--- config.mk ---
export PLATFORM = sky130hd
export DESIGN_NAME = sskv_cell
export DESIGN_NICKNAME = d
export VERILOG_FILES = /design/src/sskv_pkg.sv /design/src/sskv_cell.sv
export SDC_FILE = /design/constraint.sdc
export NUM_CORES = 1
export LEC_CHECK = 0
export ABC_AREA = 1
export BUFFER_PORTS_ARGS = -buffer_cell sky130_fd_sc_hd__buf_2
export CORE_AREA = 2 2 110 112
export DETAILED_ROUTE_END_ITERATION = 7
export DIE_AREA = 0 0 112 114
export HOLD_SLACK_MARGIN = 0.15
export PLACE_DENSITY_LB_ADDON = 0.05
export RECOVER_POWER = 50
export SYNTH_ARGS = -nofsm -noshare
export SYNTH_HDL_FRONTEND = slang
export SYNTH_SLANG_ARGS = --single-unit
--- constraint.sdc ---
create_clock -name i_clk -period 8.2 [get_ports i_clk]
set_input_delay 0.41 -clock i_clk [delete_from_list [all_inputs] [get_ports i_clk]]
set_output_delay 0.41 -clock i_clk [all_outputs]
set_load 0.03 [all_outputs]
--- src/sskv_pkg.sv ---
// shared constants, types and codes of the sorted sparse key/value table
package sskv_pkg;

    localparam int CAPACITY = 64;
    localparam int IDX_W    = $clog2(CAPACITY);
    localparam int CNT_W    = $clog2(CAPACITY + 1);

    localparam int OP_W    = 3;
    localparam int KEY_W   = 31;
    localparam int VAL_W   = 32;
    localparam int RANK_W  = 6;
    localparam int OCNT_W  = 7;
    localparam int ST_W    = 2;
    localparam int CMP_W   = (CNT_W > RANK_W) ? CNT_W : RANK_W;

    typedef enum logic [OP_W-1:0] {
        OP_ACCESS   = 3'd0,
        OP_WRITE    = 3'd1,
        OP_CONTAINS = 3'd2,
        OP_CLEAR    = 3'd3,
        OP_RANK     = 3'd4
    } t_opcode;

    typedef enum logic [ST_W-1:0] {
        ST_OK   = 2'd0,
        ST_FULL = 2'd1,
        ST_RANK = 2'd2
    } t_status;

    typedef enum logic [1:0] {
        S_IDLE,
        S_CMP,
        S_UPD
    } t_state;

    // broadcast from the controller to every cell
    typedef struct packed {
        logic                cmp_en;
        logic                upd_en;
        logic                rank_op;
        logic                insert;
        logic                write_hit;
        logic [KEY_W-1:0]    key;
        logic signed [VAL_W-1:0] value;
        logic [RANK_W-1:0]   rank;
        logic [CNT_W-1:0]    occupancy;
    } t_cell_cmd;

    // handed from one cell to its right neighbour
    typedef struct packed {
        logic                    after;
        logic [KEY_W-1:0]        key;
        logic signed [VAL_W-1:0] value;
    } t_cell_link;

endpackage

--- src/sskv_cell.sv ---
// one table slot: holds a pair, compares against the request and shifts right on insert
module sskv_cell (
    input  logic                                i_clk,
    input  logic [sskv_pkg::IDX_W-1:0]          i_idx,
    input  sskv_pkg::t_cell_cmd                 i_cmd,
    input  sskv_pkg::t_cell_link                i_left,
    output sskv_pkg::t_cell_link                o_link,
    output logic                                o_sel,
    output logic [sskv_pkg::KEY_W-1:0]          o_sel_key,
    output logic signed [sskv_pkg::VAL_W-1:0]   o_sel_value
);

    logic [sskv_pkg::KEY_W-1:0]          r_key;
    logic signed [sskv_pkg::VAL_W-1:0]   r_value;
    logic                                r_after;
    logic                                r_sel;
    logic                                in_use;
    logic                                n_after;
    logic                                n_sel;

    assign in_use = sskv_pkg::CNT_W'(i_idx) < i_cmd.occupancy;

    always_comb begin
        // set for every slot whose key is not below the request, and for every free slot
        n_after = !in_use || (r_key >= i_cmd.key);
        if (i_cmd.rank_op) begin
            n_sel = in_use &&
                (sskv_pkg::CMP_W'(i_idx) == sskv_pkg::CMP_W'(i_cmd.rank));
        end else begin
            n_sel = in_use && (r_key == i_cmd.key);
        end
    end

    always_ff @(posedge i_clk) begin
        if (i_cmd.cmp_en) begin
            r_after <= n_after;
            r_sel   <= n_sel;
        end
        if (i_cmd.upd_en) begin
            if (i_cmd.insert && r_after) begin
                if (i_left.after) begin
                    r_key   <= i_left.key;
                    r_value <= i_left.value;
                end else begin
                    r_key   <= i_cmd.key;
                    r_value <= i_cmd.value;
                end
            end else if (i_cmd.write_hit && r_sel) begin
                r_value <= i_cmd.value;
            end
        end
    end

    assign o_link.after = r_after;
    assign o_link.key   = r_key;
    assign o_link.value = r_value;
    assign o_sel        = r_sel;
    assign o_sel_key    = r_sel ? r_key : '0;
    assign o_sel_value  = r_sel ? r_value : '0;

endmodule

* After elaboration in Yosys (flattened, before gate mapping)
Cells that the tools add are included.
** Operators by class
- Order comparisons :: 2
- Equal/unequal tests :: 2
- Multiplexer cells :: 7
- Reduce and logical (&&, ||, !) cells :: 9
** Operators by type and width (number)
- $mux W32 :: 4
- $mux W31 :: 2
- $eq A31 B31 Y1 :: 1
- $ge A31 B31 Y1 :: 1
- $lt A6 B7 Y1 :: 1
- $eq A6 B6 Y1 :: 1
- $logic_and A1 B1 Y1 :: 4
- $reduce_and A2 Y1 :: 2
- $reduce_bool A2 Y1 :: 1
- $logic_not A1 Y1 :: 1
- $logic_or A1 B1 Y1 :: 1
- $mux W1 :: 1
** Storage, ports and cells
- Bits in registers :: 65
- Bits of input ports :: 152
- Output and inout bits :: 128

* Logic depth before layout (Yosys ltp)
- Depth in word-level cells :: 3
- Mapped depth :: 10
- Mapped depth without buffers :: 10

* Least setup slack after synthesis
OpenSTA, ideal clock, no wires.
- Kind :: register to register
- From :: reg r_sel, in the netlist o_sel
- To :: reg r_value[0] in the netlist's numbering, enable pin
- Library setup time :: 0.432 ns
- Arrival time :: 2.465 ns
- Required time :: 7.768 ns
- Slack :: 5.303 ns
- Stages on the path, launching flop included :: 4
- Buffers on the path :: 1
- Clock period less this slack :: 2.897 ns
- Path through :: edfxtp_1 > clkbuf_1 > nand2_1 > a21oi_1
** Between the ends
- Word-level cells in the longest chain between the ends :: 3
** Ends and longest elaborated chain
- from (decl) :: line sskv_cell.sv:16 : logic r_sel;
- from (signal assigned) :: line sskv_cell.sv:37 : r_sel <= n_sel;
- $logic_and A1 B1 Y1 :: line sskv_cell.sv:48 : end else if (i_cmd.write_hit && r_sel) begin
- $reduce_bool A2 Y1 (no line)
- $reduce_and A2 Y1 (no line)
- to (signal assigned) :: line sskv_cell.sv:43 : r_value <= i_left.value;
- to (signal assigned) :: line sskv_cell.sv:46 : r_value <= i_cmd.value;
- to (signal assigned) :: line sskv_cell.sv:49 : r_value <= i_cmd.value;
- to (decl) :: line sskv_cell.sv:14 : logic signed [sskv_pkg::VAL_W-1:0] r_value;
No other way between the ends.
A chain may end at the register's enable or synchronous reset.

* Final worst setup path
- From :: in i_left[63] in the netlist's numbering
- To :: reg r_value[16] in the netlist's numbering (data pin)
** Between the ends
- Word-level cells in the longest chain between the ends :: 2
** Ends and longest elaborated chain
- from (decl) :: line sskv_cell.sv:6 : input sskv_pkg::t_cell_link i_left,
- $mux W32 :: line sskv_cell.sv:41 : if (i_left.after) begin
- $mux W32 :: line sskv_cell.sv:40 : if (i_cmd.insert && r_after) begin
No other way between the ends.

==> impl_metrics.yaml <==
synth:
  avgSynthCellArea_um2: 8.81
  ys_seq_area_share_pct: 43.9
  synth_common_cells: "nand2_1 (148), inv_1 (118), edfxtp_1 (65)"
  synthArstFlopShare_pct: 0
  synth_area_leaders: "edfxtp_1 (44%), nand2_1 (12%), ha_1 (10%)"
  synth_mux_area_share_pct: 10.9
  yosysTopAreaCell: "edfxtp_1"
  synth_edf_count: 65
  synth_xor_area_share_pct: 1.18
  synth_top_family_by_area: "simple AND/OR/NAND/NOR gates"
  ys_types: 21
  postSynthCellCount: 505
  yosys.area_share.simple_pct: 16.2
  syn-cell-area_um2: 4450
  syn_nets: 693
  synth.most_common_cell: "nand2_1"
  synth-adder-area-share_pct: 10.1
  ys_ff_latch: 65
  synthFlopType: "edfxtp_1"
  synth-compound-area-share_pct: 5.40
  ys_warn_count: 0
  synth_top_area_share_pct: 43.9
worst_setup_path:
  cp_cell_sequence: "buf_2 > clkbuf_1 > nand3_4 > mux2_4"
  worst-path-max-fanout: 62
  critPathMaxStageDelay_ps: 1640
  regToRegStartpoint: "r_after"
  slowest_stage: "clkbuf_1"
  rrSetupSlack_ps: 5190
  worstSetupPathType: "primary input to flip-flop"
  critPathArrivalTime_ps: 3860
  cp-start-kind: "primary input"
  reg2reg_to: "r_key[24]"
  worst-path-buf-inv: 2
  end_kind: "flip-flop"
  critPathTopFamily: "buffers and inverters"
  cp.required_ps: 8270
  rr_worst_depth: 2
layout:
  instances_no_fill: 931
  num-nets-final: 967
  fillers: 1186
  drive_gt1_share_pct: 33.8
  syn_to_final_growth_pct: 38.3
  final_area_um2: 6150
  diodes: 0
drt:
  routed_wl_mm: 12.1
  wl_per_cell_um: 13.0
  first_pass_iters: 4
  drc: 0
  vias_per_cell: 4.39
  vias: 4086
  drt_iter0_drc: 130
  ant_nets: 0
floorplan:
  initial_core_util_pct: 38.0
  rows: 40
  dieArea_um2: 12800
  die_h_um: 114
  core_region_area_um2: 11700
  chipWidth_um: 112
  boundaryPins: 280
placement:
  place_hpwl_mm: 9.50
  place_congestion: 0.733
  dpl_cell_area_um2: 5960
  dp.cells: 915
  portBuffers: 279
clocking:
  ctsHoldBuffers: 0
  cts_resized: 0
  clk_pin_slew_ps: 50
  cts_tree: "done"
  numCtsBuffers: 9
  cts-root-buf: "clkbuf_16"
  clock_path_buffers: 2
  clock-sinks: 65
  cts_setup_buffers: 0
  htreeDepth: 3
  insertion_delay_ps: 330
worst_hold_path:
  hold_path_depth: 1
  hold_path_end: "o_sel"
  hold_class: "primary input to flip-flop"
  min_from: "i_cmd[80]"
timing:
  finalHoldViolCount: 0
  finalMaxSlewViolations: 95
  tns_ps: 0
  final.period_utilization_pct: 46.2
  slew_headroom_pct: -82.5
  tightest_slew_ps: 2730
  setup_viol_count_final: 0
  finClkSkew_ps: 2.94
  period_minus_slack_ps: 3790
  max_clock_freq_mhz: 264
  rsz0062_at_grt: "no"
power:
  p_per_area_nw_per_um2: 168
  peakVddDrop_mv: 0.0911
  leakage_nw: 3.58
job:
  maxCapViolCount: 2
global_routing:
  overflow: 0
  grt_max_degree: 65
  antenna_found_initial: 0
  grt_pass1_wl_mm: 18.2
  grt_pass1_vias: 3805
  grt.total_usage_pct: 18.1
run_status:
  status: "finished with violations"
  violations: "max-capacitance violations, max-slew violations"
[registers in the layout, indices dropped and copies added (netlist names)]
| register | cells |
|---|---|
| o_sel | 1 |
| r_value | 32 |
| r_key | 31 |
| r_after | 1 |
[per-stage QoR]
step	setup slack [ps]	hold slack [ps]	power [mW]	utilization, %
global route	3880	332	1.08	52.5
detailed placement	5790	636	0.671	50.9
global placement	5800	630	0.667	50.9
floorplan	5300	522	0.580	-
finish	4410	330	1.03	52.5
CTS	6130	283	1.05	53.3
[power breakdown]
| part | total, mW | internal [mW] | switching, mW | leakage (nW) |
|---|---|---|---|---|
| clock network | 0.374 | 0.234 | 0.141 | 0.146 |
| logic | 0.257 | 0.0940 | 0.163 | 2.83 |
| registers | 0.401 | 0.390 | 0.0111 | 0.605 |
[metal layers]
metal | routed length (um) | vias to the layer above | track usage, %
met5 | 0 | - | 0
met4 | 238 | 0 | 7.56
met3 | 776 | 16 | 3.88
met2 | 5920 | 153 | 31.3
met1 | 5150 | 1781 | 22.1
li1 | - | 2136 | -
[worst max path at each step]
stage | start | to | slack, ps | depth (start not counted)
after global placement | i_left[63] | r_value[16] | 5800 | 4
after detailed placement | i_left[63] | r_value[16] | 5790 | 4
after floorplan | o_sel | r_value[0] | 5300 | 3
after global routing | i_left[63] | r_value[16] | 3880 | 4
after CTS | i_left[63] | r_value[16] | 6130 | 4
final | i_left[63] | r_value[16] | 4410 | 4
[logic make-up after synthesis]
family / after synthesis
simple gates: 182
flops: 65
xor+xnor: 6
fa+ha+maj: 36
buf+inv: 136
mux: 33
compound gates: 47
[layout by cell type, fill, tap and decap left out]
| master | count |
|---|---|
| a21o_1 | 2 |
| a21oi_1 | 13 |
| a21oi_4 | 1 |
| and2_0 | 1 |
| and2_1 | 1 |
| buf_2 | 214 |
| buf_4 | 1 |
| bufinv_16 | 1 |
| clkbuf_1 | 67 |
| clkbuf_16 | 9 |
| clkinv_2 | 4 |
| clkinv_4 | 1 |
| edfxtp_1 | 65 |
| ha_1 | 36 |
| inv_1 | 118 |
| mux2_2 | 3 |
| mux2_4 | 30 |
| nand2_1 | 148 |
| nand3_1 | 6 |
| nand3_4 | 1 |
| nand3b_1 | 1 |
| nand4_1 | 2 |
| nor2_1 | 20 |
| nor3_1 | 2 |
| o21ai_0 | 31 |
| xor2_1 | 6 |
[final cells by class]
cell class | instances | area (um2) | area share [%]
clock buffers | 10 | 229 | 3.72
clock inverters | 6 | 58.8 | 0.956
inverters | 118 | 443 | 7.20
multi-input cells | 304 | 1960 | 31.8
flip-flops and latches | 65 | 1950 | 31.7
well taps | 147 | 184 | 2.99
repair buffers | 281 | 1330 | 21.6
No activity file was read; power rests on OpenSTA's default activity.
